[src/design/ihex_pkg.sv]
// Shared types, constants and helpers for the Intel HEX record parser.
// No dependencies; the front, queue, back and top-level files refer to this package by scope.
package ihex_pkg;

  // Record framing
  localparam logic [7:0] RecStart     = 8'h3A;  // ':'
  localparam logic [7:0] RecEof       = 8'h01;
  localparam logic [7:0] RecExtSeg    = 8'h02;
  localparam logic [7:0] RecStartSeg  = 8'h03;
  localparam logic [7:0] RecExtLin    = 8'h04;
  localparam logic [7:0] RecStartLin  = 8'h05;
  localparam int unsigned HeaderChars = 9;
  localparam logic [9:0] PosMax       = 10'd1023;
  localparam int unsigned QueueDepth  = 2;

  // Status codes of the end-of-record result
  localparam logic [2:0] StOk        = 3'd0;
  localparam logic [2:0] StBadChar   = 3'd1;
  localparam logic [2:0] StBadType   = 3'd2;
  localparam logic [2:0] StShortData = 3'd3;
  localparam logic [2:0] StChecksum  = 3'd4;
  localparam logic [2:0] StRecSize   = 3'd5;
  localparam logic [2:0] StUnimpl    = 3'd6;

  // Result kinds
  localparam logic KindData   = 1'b0;
  localparam logic KindStatus = 1'b1;

  // Classified character as it travels from front to back
  typedef struct packed {
    logic [3:0] digit;  // nibble value, zero when not a hex digit
    logic       good;   // character is a hex digit
    logic       colon;  // character is the record start mark
    logic       last;   // last character of the line
    logic [9:0] pos;    // saturating position within the line
  } q_entry_t;

  typedef struct packed {
    logic       good;
    logic [3:0] value;
  } hex_digit_t;

  // Decode one ASCII hex digit, upper or lower case
  function automatic hex_digit_t hex_decode(input logic [7:0] c);
    hex_digit_t r;
    r.good  = 1'b1;
    r.value = 4'd0;
    if (c >= 8'h30 && c <= 8'h39) begin
      r.value = 4'(c - 8'h30);
    end else if (c >= 8'h41 && c <= 8'h46) begin
      r.value = 4'(c - 8'h37);
    end else if (c >= 8'h61 && c <= 8'h66) begin
      r.value = 4'(c - 8'h57);
    end else begin
      r.good = 1'b0;
    end
    return r;
  endfunction

endpackage

[src/design/ihex_char_if.sv]
// Character channel: one ASCII character with its end-of-line flag.
// Depends on nothing; valid/ready handshake, a transfer when both are high.
interface ihex_char_if (input logic clk);
  logic       valid;
  logic       ready;
  logic [7:0] text_char;
  logic       line_end;

  modport source (output valid, output text_char, output line_end, input ready);
  modport sink   (input valid, input text_char, input line_end, output ready);
endinterface

[src/design/ihex_result_if.sv]
// Result channel: tentative data bytes and end-of-record status items.
// Depends on nothing; valid/ready handshake, a transfer when both are high.
interface ihex_result_if (input logic clk);
  logic        valid;
  logic        ready;
  logic        result_kind;
  logic [31:0] byte_address;
  logic [7:0]  byte_value;
  logic [7:0]  record_kind;
  logic [7:0]  data_length;
  logic [2:0]  status_code;

  modport source (output valid, output result_kind, output byte_address,
                  output byte_value, output record_kind, output data_length,
                  output status_code, input ready);
  modport sink   (input valid, input result_kind, input byte_address,
                  input byte_value, input record_kind, input data_length,
                  input status_code, output ready);
endinterface

[src/design/ihex_front.sv]
// Front end: accepts characters, classifies them and tracks the line position.
// Depends on ihex_pkg and ihex_char_if.
module ihex_front (
  input  logic              clk,
  input  logic              rst,
  ihex_char_if.sink         chars,
  input  logic              q_space,
  output logic              push,
  output ihex_pkg::q_entry_t push_data
);

  logic [9:0]           pos;
  logic [9:0]           pos_next;
  ihex_pkg::hex_digit_t dec;

  assign chars.ready = q_space;
  assign push        = chars.valid && q_space;

  // Classify the incoming character
  always_comb begin
    dec             = ihex_pkg::hex_decode(chars.text_char);
    push_data.digit = dec.value;
    push_data.good  = dec.good;
    push_data.colon = (chars.text_char == ihex_pkg::RecStart);
    push_data.last  = chars.line_end;
    push_data.pos   = pos;
  end

  // Advance the position, saturating; restart on the last character
  always_comb begin
    pos_next = pos;
    if (push) begin
      if (chars.line_end) begin
        pos_next = 10'd0;
      end else if (pos < ihex_pkg::PosMax) begin
        pos_next = pos + 10'd1;
      end
    end
  end

  always_ff @(posedge clk) begin
    if (rst) begin
      pos <= 10'd0;
    end else begin
      pos <= pos_next;
    end
  end

  // A line always restarts at position zero
  a_pos_restart: assert property (@(posedge clk) disable iff (rst)
    push && chars.line_end |=> pos == 10'd0)
    else $error("line position not cleared after last character");

endmodule

[src/design/ihex_queue.sv]
// Short queue between the classifying front and the record back end.
// Depends on ihex_pkg.
module ihex_queue (
  input  logic               clk,
  input  logic               rst,
  input  logic               push,
  input  ihex_pkg::q_entry_t push_data,
  output logic               space,
  input  logic               pop,
  output logic               avail,
  output ihex_pkg::q_entry_t pop_data
);

  localparam int unsigned PtrW = $clog2(ihex_pkg::QueueDepth);

  ihex_pkg::q_entry_t     slots [ihex_pkg::QueueDepth];
  logic [PtrW-1:0]        wr_ptr;
  logic [PtrW-1:0]        rd_ptr;
  logic [PtrW:0]          fill;

  assign space    = (fill != (PtrW+1)'(ihex_pkg::QueueDepth));
  assign avail    = (fill != '0);
  assign pop_data = slots[rd_ptr];

  // Hold entries
  always_ff @(posedge clk) begin
    if (push) begin
      slots[wr_ptr] <= push_data;
    end
  end

  // Advance pointers and fill count
  always_ff @(posedge clk) begin
    if (rst) begin
      wr_ptr <= '0;
      rd_ptr <= '0;
      fill   <= '0;
    end else begin
      if (push) begin
        wr_ptr <= (wr_ptr == PtrW'(ihex_pkg::QueueDepth - 1)) ? '0 : wr_ptr + 1'b1;
      end
      if (pop) begin
        rd_ptr <= (rd_ptr == PtrW'(ihex_pkg::QueueDepth - 1)) ? '0 : rd_ptr + 1'b1;
      end
      unique case ({push, pop})
        2'b10:   fill <= fill + 1'b1;
        2'b01:   fill <= fill - 1'b1;
        default: fill <= fill;
      endcase
    end
  end

  a_fill_bound: assert property (@(posedge clk) disable iff (rst)
    fill <= (PtrW+1)'(ihex_pkg::QueueDepth))
    else $error("queue fill beyond depth");

  a_pop_nonempty: assert property (@(posedge clk) disable iff (rst)
    push && !pop && !avail |=> avail)
    else $error("transfer into empty queue lost");

endmodule

[src/design/ihex_back.sv]
// Back end: assembles bytes, checks the record and drives the result register.
// Depends on ihex_pkg and ihex_result_if.
module ihex_back (
  input  logic               clk,
  input  logic               rst,
  input  logic               avail,
  input  ihex_pkg::q_entry_t entry,
  output logic               pop,
  ihex_result_if.source      results
);

  // Per-line record state and the base kept across lines
  logic [3:0]  high_nibble;
  logic [7:0]  count_field;
  logic [15:0] offset_field;
  logic [7:0]  type_field;
  logic [7:0]  running_sum;
  logic        error_latch;
  logic [15:0] address_word;
  logic [31:0] base_address;

  logic [3:0]  high_nibble_next;
  logic [7:0]  count_field_next;
  logic [15:0] offset_field_next;
  logic [7:0]  type_field_next;
  logic [7:0]  running_sum_next;
  logic        error_latch_next;
  logic [15:0] address_word_next;
  logic [31:0] base_address_next;

  logic        out_valid;
  logic        emit_data;
  logic [7:0]  byte_val;
  logic [8:0]  byte_idx;
  logic [7:0]  data_idx;
  logic [10:0] limit;
  logic [10:0] line_len;
  logic        in_range;
  logic        in_data;
  logic [2:0]  status;

  assign pop           = avail && (!out_valid || results.ready);
  assign results.valid = out_valid;

  // Decode the character against the current record state
  always_comb begin
    high_nibble_next  = high_nibble;
    count_field_next  = count_field;
    offset_field_next = offset_field;
    type_field_next   = type_field;
    running_sum_next  = running_sum;
    error_latch_next  = error_latch;
    address_word_next = address_word;
    emit_data         = 1'b0;

    limit    = {2'b00, count_field, 1'b0} + 11'(ihex_pkg::HeaderChars + 1);
    in_range = (entry.pos != 10'd0) && ({1'b0, entry.pos} <= limit);
    byte_val = {high_nibble, entry.digit};
    byte_idx = entry.pos[9:1] - 9'd1;
    in_data  = (byte_idx >= 9'd4) && ({1'b0, byte_idx} < (10'(count_field) + 10'd4));
    data_idx = 8'(byte_idx - 9'd4);

    if (entry.pos == 10'd0) begin
      if (!entry.colon) begin
        error_latch_next = 1'b1;
      end
    end else if (in_range) begin
      if (!entry.good) begin
        error_latch_next = 1'b1;
      end
      if (entry.pos[0]) begin
        high_nibble_next = entry.digit;
      end else begin
        running_sum_next = running_sum + byte_val;
        priority if (byte_idx == 9'd0) begin
          count_field_next = byte_val;
        end else if (byte_idx == 9'd1) begin
          offset_field_next = {byte_val, 8'h00};
        end else if (byte_idx == 9'd2) begin
          offset_field_next = {offset_field[15:8], byte_val};
        end else if (byte_idx == 9'd3) begin
          type_field_next = byte_val;
        end else if (in_data) begin
          if (data_idx == 8'd0) begin
            address_word_next = {byte_val, 8'h00};
          end else if (data_idx == 8'd1) begin
            address_word_next = {address_word[15:8], byte_val};
          end
          emit_data = (type_field == 8'h00) && !entry.last;
        end else begin
          // checksum byte: only summed
          emit_data = 1'b0;
        end
      end
    end
  end

  // Judge the finished record
  always_comb begin
    line_len          = {1'b0, entry.pos} + 11'd1;
    base_address_next = base_address;
    priority if (error_latch_next ||
                 line_len < 11'(ihex_pkg::HeaderChars + 2)) begin
      status = ihex_pkg::StBadChar;
    end else if (type_field_next > ihex_pkg::RecStartLin) begin
      status = ihex_pkg::StBadType;
    end else if (line_len < ({2'b00, count_field_next, 1'b0} +
                             11'(ihex_pkg::HeaderChars + 2))) begin
      status = ihex_pkg::StShortData;
    end else if (running_sum_next != 8'h00) begin
      status = ihex_pkg::StChecksum;
    end else if (type_field_next == ihex_pkg::RecExtSeg ||
                 type_field_next == ihex_pkg::RecExtLin) begin
      status = (count_field_next < 8'd2) ? ihex_pkg::StRecSize : ihex_pkg::StOk;
    end else if (type_field_next == ihex_pkg::RecStartSeg ||
                 type_field_next == ihex_pkg::RecStartLin) begin
      status = (count_field_next < 8'd4) ? ihex_pkg::StRecSize : ihex_pkg::StUnimpl;
    end else begin
      status = ihex_pkg::StOk;
    end
    if (status == ihex_pkg::StOk && type_field_next == ihex_pkg::RecExtSeg) begin
      base_address_next = {12'h000, address_word_next, 4'h0};
    end else if (status == ihex_pkg::StOk && type_field_next == ihex_pkg::RecExtLin) begin
      base_address_next = {address_word_next, 16'h0000};
    end
  end

  // Update record state; clear per-line state after the last character
  always_ff @(posedge clk) begin
    if (rst) begin
      high_nibble  <= '0;
      count_field  <= '0;
      offset_field <= '0;
      type_field   <= '0;
      running_sum  <= '0;
      error_latch  <= 1'b0;
      address_word <= '0;
      base_address <= '0;
    end else if (pop) begin
      if (entry.last) begin
        high_nibble  <= '0;
        count_field  <= '0;
        offset_field <= '0;
        type_field   <= '0;
        running_sum  <= '0;
        error_latch  <= 1'b0;
        address_word <= '0;
        base_address <= base_address_next;
      end else begin
        high_nibble  <= high_nibble_next;
        count_field  <= count_field_next;
        offset_field <= offset_field_next;
        type_field   <= type_field_next;
        running_sum  <= running_sum_next;
        error_latch  <= error_latch_next;
        address_word <= address_word_next;
      end
    end
  end

  // Output register: load on a producing transfer, drop once taken
  always_ff @(posedge clk) begin
    if (rst) begin
      out_valid <= 1'b0;
    end else if (pop) begin
      out_valid <= entry.last || emit_data;
    end else if (results.ready) begin
      out_valid <= 1'b0;
    end
  end

  always_ff @(posedge clk) begin
    if (pop) begin
      results.record_kind <= type_field_next;
      results.data_length <= count_field_next;
      if (entry.last) begin
        results.result_kind  <= ihex_pkg::KindStatus;
        results.byte_address <= 32'h0;
        results.byte_value   <= 8'h00;
        results.status_code  <= status;
      end else begin
        results.result_kind  <= ihex_pkg::KindData;
        results.byte_address <= base_address + {16'h0000, offset_field} +
                                {24'h000000, data_idx};
        results.byte_value   <= byte_val;
        results.status_code  <= ihex_pkg::StOk;
      end
    end
  end

  a_status_on_last: assert property (@(posedge clk) disable iff (rst)
    pop && entry.last |=> out_valid && results.result_kind == ihex_pkg::KindStatus)
    else $error("last character did not yield a status result");

  a_data_mid_line: assert property (@(posedge clk) disable iff (rst)
    pop && !entry.last |=> !out_valid || results.result_kind == ihex_pkg::KindData)
    else $error("status result before the end of the line");

endmodule

[src/design/intel_hex_record_parser.sv]
// Intel HEX record parser. Takes one character per cycle on the chars channel while the
// queue has space, and gives at most one result per character on the results channel: a
// tentative data byte with its absolute address for type 00 records, and a status item on
// the character flagged as the last of its line. Commit data only when that status is ok.
// The front classifies each character and pushes it into the two-entry queue; the back
// takes it from the queue, updates the record state and loads the result register at the
// edge it is taken, so a character passes a queue slot and then the result register
// before its result is offered. The sustained rate is one character per cycle while
// results are taken. A result left waiting holds the queue; once it holds two characters
// the input stalls, and after the result is taken the back pops the queue and the input
// resumes once the queue has space again.
module intel_hex_record_parser (
  input  logic          clk,
  input  logic          rst,
  ihex_char_if.sink     chars,
  ihex_result_if.source results
);

  logic               push;
  logic               pop;
  logic               q_space;
  logic               q_avail;
  ihex_pkg::q_entry_t push_data;
  ihex_pkg::q_entry_t pop_data;

  ihex_front u_front (
    .clk       (clk),
    .rst       (rst),
    .chars     (chars),
    .q_space   (q_space),
    .push      (push),
    .push_data (push_data)
  );

  ihex_queue u_queue (
    .clk       (clk),
    .rst       (rst),
    .push      (push),
    .push_data (push_data),
    .space     (q_space),
    .pop       (pop),
    .avail     (q_avail),
    .pop_data  (pop_data)
  );

  ihex_back u_back (
    .clk     (clk),
    .rst     (rst),
    .avail   (q_avail),
    .entry   (pop_data),
    .pop     (pop),
    .results (results)
  );

endmodule
[src/flat_wrapper.sv]
// flat-port wrapper written by rule: the top's interface ports become plain ports
module intel_hex_record_parser_flat 
  (clk, rst, chars_valid, chars_text_char, chars_line_end, chars_ready, results_valid, results_result_kind, results_byte_address, results_byte_value, results_record_kind, results_data_length, results_status_code, results_ready);
  ihex_char_if chars_i (.clk(clk));
  ihex_result_if results_i (.clk(clk));
  input  logic clk;
  input  logic rst;
  input wire logic [$bits(chars_i.valid)-1:0] chars_valid;
  input wire logic [$bits(chars_i.text_char)-1:0] chars_text_char;
  input wire logic [$bits(chars_i.line_end)-1:0] chars_line_end;
  output wire logic [$bits(chars_i.ready)-1:0] chars_ready;
  output wire logic [$bits(results_i.valid)-1:0] results_valid;
  output wire logic [$bits(results_i.result_kind)-1:0] results_result_kind;
  output wire logic [$bits(results_i.byte_address)-1:0] results_byte_address;
  output wire logic [$bits(results_i.byte_value)-1:0] results_byte_value;
  output wire logic [$bits(results_i.record_kind)-1:0] results_record_kind;
  output wire logic [$bits(results_i.data_length)-1:0] results_data_length;
  output wire logic [$bits(results_i.status_code)-1:0] results_status_code;
  input wire logic [$bits(results_i.ready)-1:0] results_ready;
  assign chars_i.valid = chars_valid;
  assign chars_i.text_char = chars_text_char;
  assign chars_i.line_end = chars_line_end;
  assign chars_ready = chars_i.ready;
  assign results_valid = results_i.valid;
  assign results_result_kind = results_i.result_kind;
  assign results_byte_address = results_i.byte_address;
  assign results_byte_value = results_i.byte_value;
  assign results_record_kind = results_i.record_kind;
  assign results_data_length = results_i.data_length;
  assign results_status_code = results_i.status_code;
  assign results_i.ready = results_ready;
  intel_hex_record_parser u_core (.clk(clk), .rst(rst), .chars(chars_i), .results(results_i));
endmodule
[config.mk]
export PLATFORM = sky130hd
export DESIGN_NAME = intel_hex_record_parser_flat
export DESIGN_NICKNAME = d
export VERILOG_FILES = /design/src/design/ihex_pkg.sv /design/src/design/ihex_char_if.sv /design/src/design/ihex_result_if.sv /design/src/design/ihex_front.sv /design/src/design/ihex_queue.sv /design/src/design/ihex_back.sv /design/src/design/intel_hex_record_parser.sv /design/src/flat_wrapper.sv
export SDC_FILE = /design/constraint.sdc
export NUM_CORES = 1
export LEC_CHECK = 0
export ABC_AREA = 1
export BUFFER_PORTS_ARGS = -buffer_cell sky130_fd_sc_hd__buf_2
export CORE_MARGIN = 10
export CORE_UTILIZATION = 48
export CTS_BUF_LIST = sky130_fd_sc_hd__clkbuf_8
export CTS_CLUSTER_DIAMETER = 200
export CTS_CLUSTER_SIZE = 8
export DETAILED_ROUTE_END_ITERATION = 7
export MAX_ROUTING_LAYER = met4
export PLACE_DENSITY_LB_ADDON = 0.25
export SLEW_MARGIN = 20
export SYNTH_ARGS = -nofsm -noshare
export SYNTH_HDL_FRONTEND = slang
export SYNTH_SLANG_ARGS = --single-unit
[constraint.sdc]
create_clock -name clk -period 5.89 [get_ports clk]
set_input_delay 0.2945 -clock clk [delete_from_list [all_inputs] [get_ports clk]]
set_output_delay 0.2945 -clock clk [all_outputs]
set_load 0.05 [all_outputs]
==> key figures <==
Placement
  • Pre-CTS WS: 0.202 ns
  • Placed Area: 0.0125 sq mm
  • DP HPWL: 22100 um
  • Routability cong.: 0.973
  • Port bufs: 74

Clock network
  • H-Tree Depth: 4
  • Worst-Skew Late Latency: 0.49 ns
  • CTS tree: yes
  • Root Buffer: clkbuf_8
  • Clk pin slew, worst setup/hold paths: 0.12 ns
  • CTS buffer count: 17
  • CTS Hold Bufs: 0
  • CTS Buffer Depth: 2
  • # clock sinks: 199

Setup path
  • Delay-heaviest family, CP: simple AND/OR/NAND/NOR gates
  • Slowest cell on crit path: dfxtp_4
  • CP required: about 6.3 ns
  • CP Class: flop to flop
  • CP Launch Type: flop
  • Crit path capture type: flop
  • Sum of buffers and inverters on the critical path: 8
  • Max incr delay on CP: 0.41 ns
  • Top cell by count, worst path: nand2_1
  • Worst Path Arrival: slightly below 6 ns
  • Max FO, Critical Path: 9

Die
  • Die Height: approximately 180 um
  • Initial Utilization: around half
  • Boundary Pins: 75
  • Die area: 0.0311 sq mm
  • Die W: 176 um
  • Core area: 0.0242 sq mm
  • # rows: 57

STA
  • Final setup violation count: 0
  • Final setup margin: 0.507 ns
  • Rel. slew slack: 26.8%
  • Final hold viol count: 0
  • Minimum clock period: between 5 and 6 ns
  • Post-Route Setup TNS: 0 ns
  • Final hold slack: between 0.05 and 0.06 ns
  • Least-Margin Pin Slew: 1.09 ns
  • Fin crit share: 91.4%
  • F_max: 0.186 GHz
  • Final Max Tran Viols: 0
  • Setup skew after layout: 0.0228 ns

Yosys
  • Synth cell types: 53
  • Async S/R FF share, synth: 0%
  • Most used DFF post-synth: dfxtp_1
  • Sequential fraction of the synthesis area: between 40% and 50%
  • Commonest cells post-synth: 356 x nand2_1, 184 x inv_1, 156 x a21oi_1
  • Post-Syn Area per Cell: 7.95 sq um
  • Simple logic cell fraction of the synthesized area: 24.7%
  • Post-synthesis cell count: 1474
  • Post-synth EDFFs: 94
  • Post-synth net total: approximately 1600
  • Ys Warns: 0
  • Adder-cell share of the synthesized area: 9.88%
  • Synth area leaders: edfxtp_1 24%, dfxtp_1 18%, nand2_1 11%
  • Synth Area in XOR/XNOR: under 10%
  • Share of the synthesized area in the top cell type: 24.1%
  • Post-synthesis register bit count: 199
  • Largest family of logic cells by synthesized area: simple AND/OR/NAND/NOR gates
  • Synth area leader: edfxtp_1
  • Top-count cell post-synth: nand2_1
  • Compound-cell area share of the yosys netlist: around an eighth
  • Mux cell area share after synthesis: 0%
  • Synthesized area: 0.0117 sq mm

Pwr
  • Pwr Total: around 0.0065 W
  • Peak supply drop: 0.000259 V
  • Pwr Density: 500 mW/mm^2
  • Leak pwr: approximately 5.6 nW

Detailed routing
  • Vias per cell: approximately 5.2
  • Initial DRC Count: 681
  • Routed via count: about 9900
  • Residual DRC: 0
  • Average wire per standard cell: 15.5 um
  • Detailed-route wire length: 29200 um
  • Pre-antenna DRT Iters: 5
  • DRT antenna net count: 0

Global route
  • Initial antenna violation count: 0
  • Pin count of the biggest net entering global routing: 67
  • GRT overflow: 0
  • First-pass GRT wire length: roughly 48000 um
  • Vias in the first global route: 9400
  • Total Routing Usage GR: 19.5%

Finish
  • # diodes: 0
  • Final instance area: 0.0130 sq mm
  • Synthesis-to-finish area growth: 11.1%
  • Layout Nets: 1655
  • Fraction of layout cells with a size suffix above 1: 13.3%

Worst hold path
  • Worst min path class: input pin to flop

Flow run
  • Max-Cap Viols: 0

Status
  • Status: completed
==> per-stage QoR <==
| stage | std cells | utilization (%) |
|---|---|---|
| after CTS | 1888 | 53.6 |
| after global routing | 1890 | 53.9 |
| final | 1890 | 53.9 |
| after detailed placement | 1856 | 51.7 |
| after floorplan | 1474 | - |
| after global placement | 1856 | 51.7 |
==> layer usage <==
layer	wire [um]	GRT usage (%)
met5	0	-
met4	535	5.90
met3	1490	2.97
met2	14400	33.4
met1	12800	23.4
==> cell families (layout without fill, tap and decap cells) <==
logic type / after synthesis / in the layout
flip-flops: 199 / 199
adder cells (fa/ha/maj): 89 / 89
XOR/XNOR: 37 / 37
AND/OR/NAND/NOR: 643 / 643
AO/OA/AOI/OAI: 269 / 269
buffers and inverters: 237 / 329
==> flip-flops by register name, summed over array words and instances (netlist names), 10 cells and up, named ones only <==
| register | count |
|---|---|
| u_core.u_back.offset_field | 16 |
| u_core.u_back.address_word | 16 |
| u_core.u_back.base_address | 28 |
| u_core.u_queue.slots | 34 |
| u_core.u_front.pos | 10 |
| u_core.u_back.results.byte_address | 32 |
==> layout by cell type (no fill, tap or decap), types with 3 or more instances in the layout <==
cell type and count:
nor2_4 5, o22ai_1 3, nand2_4 4, edfxtp_1 94, nor3_1 15, xor2_1 32
o21ai_2 7, clkinv_1 3, nor2_2 6, nand3_1 67, dfxtp_1 103, xnor2_1 5
fa_1 6, o21bai_1 3, buf_4 26, ha_1 83, nor4_1 5, a21oi_1 155
o21ai_1 9, clkinv_8 7, nand4_1 33, nor2_1 101, nand3b_1 4, inv_2 5
nand2_1 355, o21ai_0 58, o211ai_1 7, inv_12 4, nand3_2 5, o21a_1 11
a211oi_1 5, inv_1 184, nand2_2 20, clkbuf_8 17, or2_2 9, buf_2 74
==> power by group <==
part           internal, W  total (W)  switching [W]  leakage, nW
Clock             0.000350   0.000972       0.000621        0.224
Combinational     0.000981    0.00362        0.00264         3.61
Sequential         0.00183    0.00192      0.0000891         1.77
==> path summary, 6_finish.rpt <==
path,startpoint,to,slack [ns],cells after the start
min reg2reg,u_core.u_front.pos[5],u_core.u_queue.slots[0][5],0.46,0
min,chars_line_end,u_core.u_queue.slots[0][10],0.05,1
max,u_core.u_back.count_field[2],u_core.u_back.base_address[6],0.51,42
max reg2reg,u_core.u_back.count_field[2],u_core.u_back.base_address[6],0.51,42
==> layout make-up <==
type	instances	area, sq um
Fill cell	2304	11200
Clock buffer	17	234
Sequential cell	199	4930
Tap cell	324	405
Inverter	195	741
Timing Repair Buffer	102	588
Multi-Input combinational cell	1038	5890
Clock inverter	15	228
==> timing repair <==
action,CTS,global route
resized for setup,0,21
setup buffers,0,2
setup endpoints to repair,0,40
No activity file was read; power rests on OpenSTA's default activity.
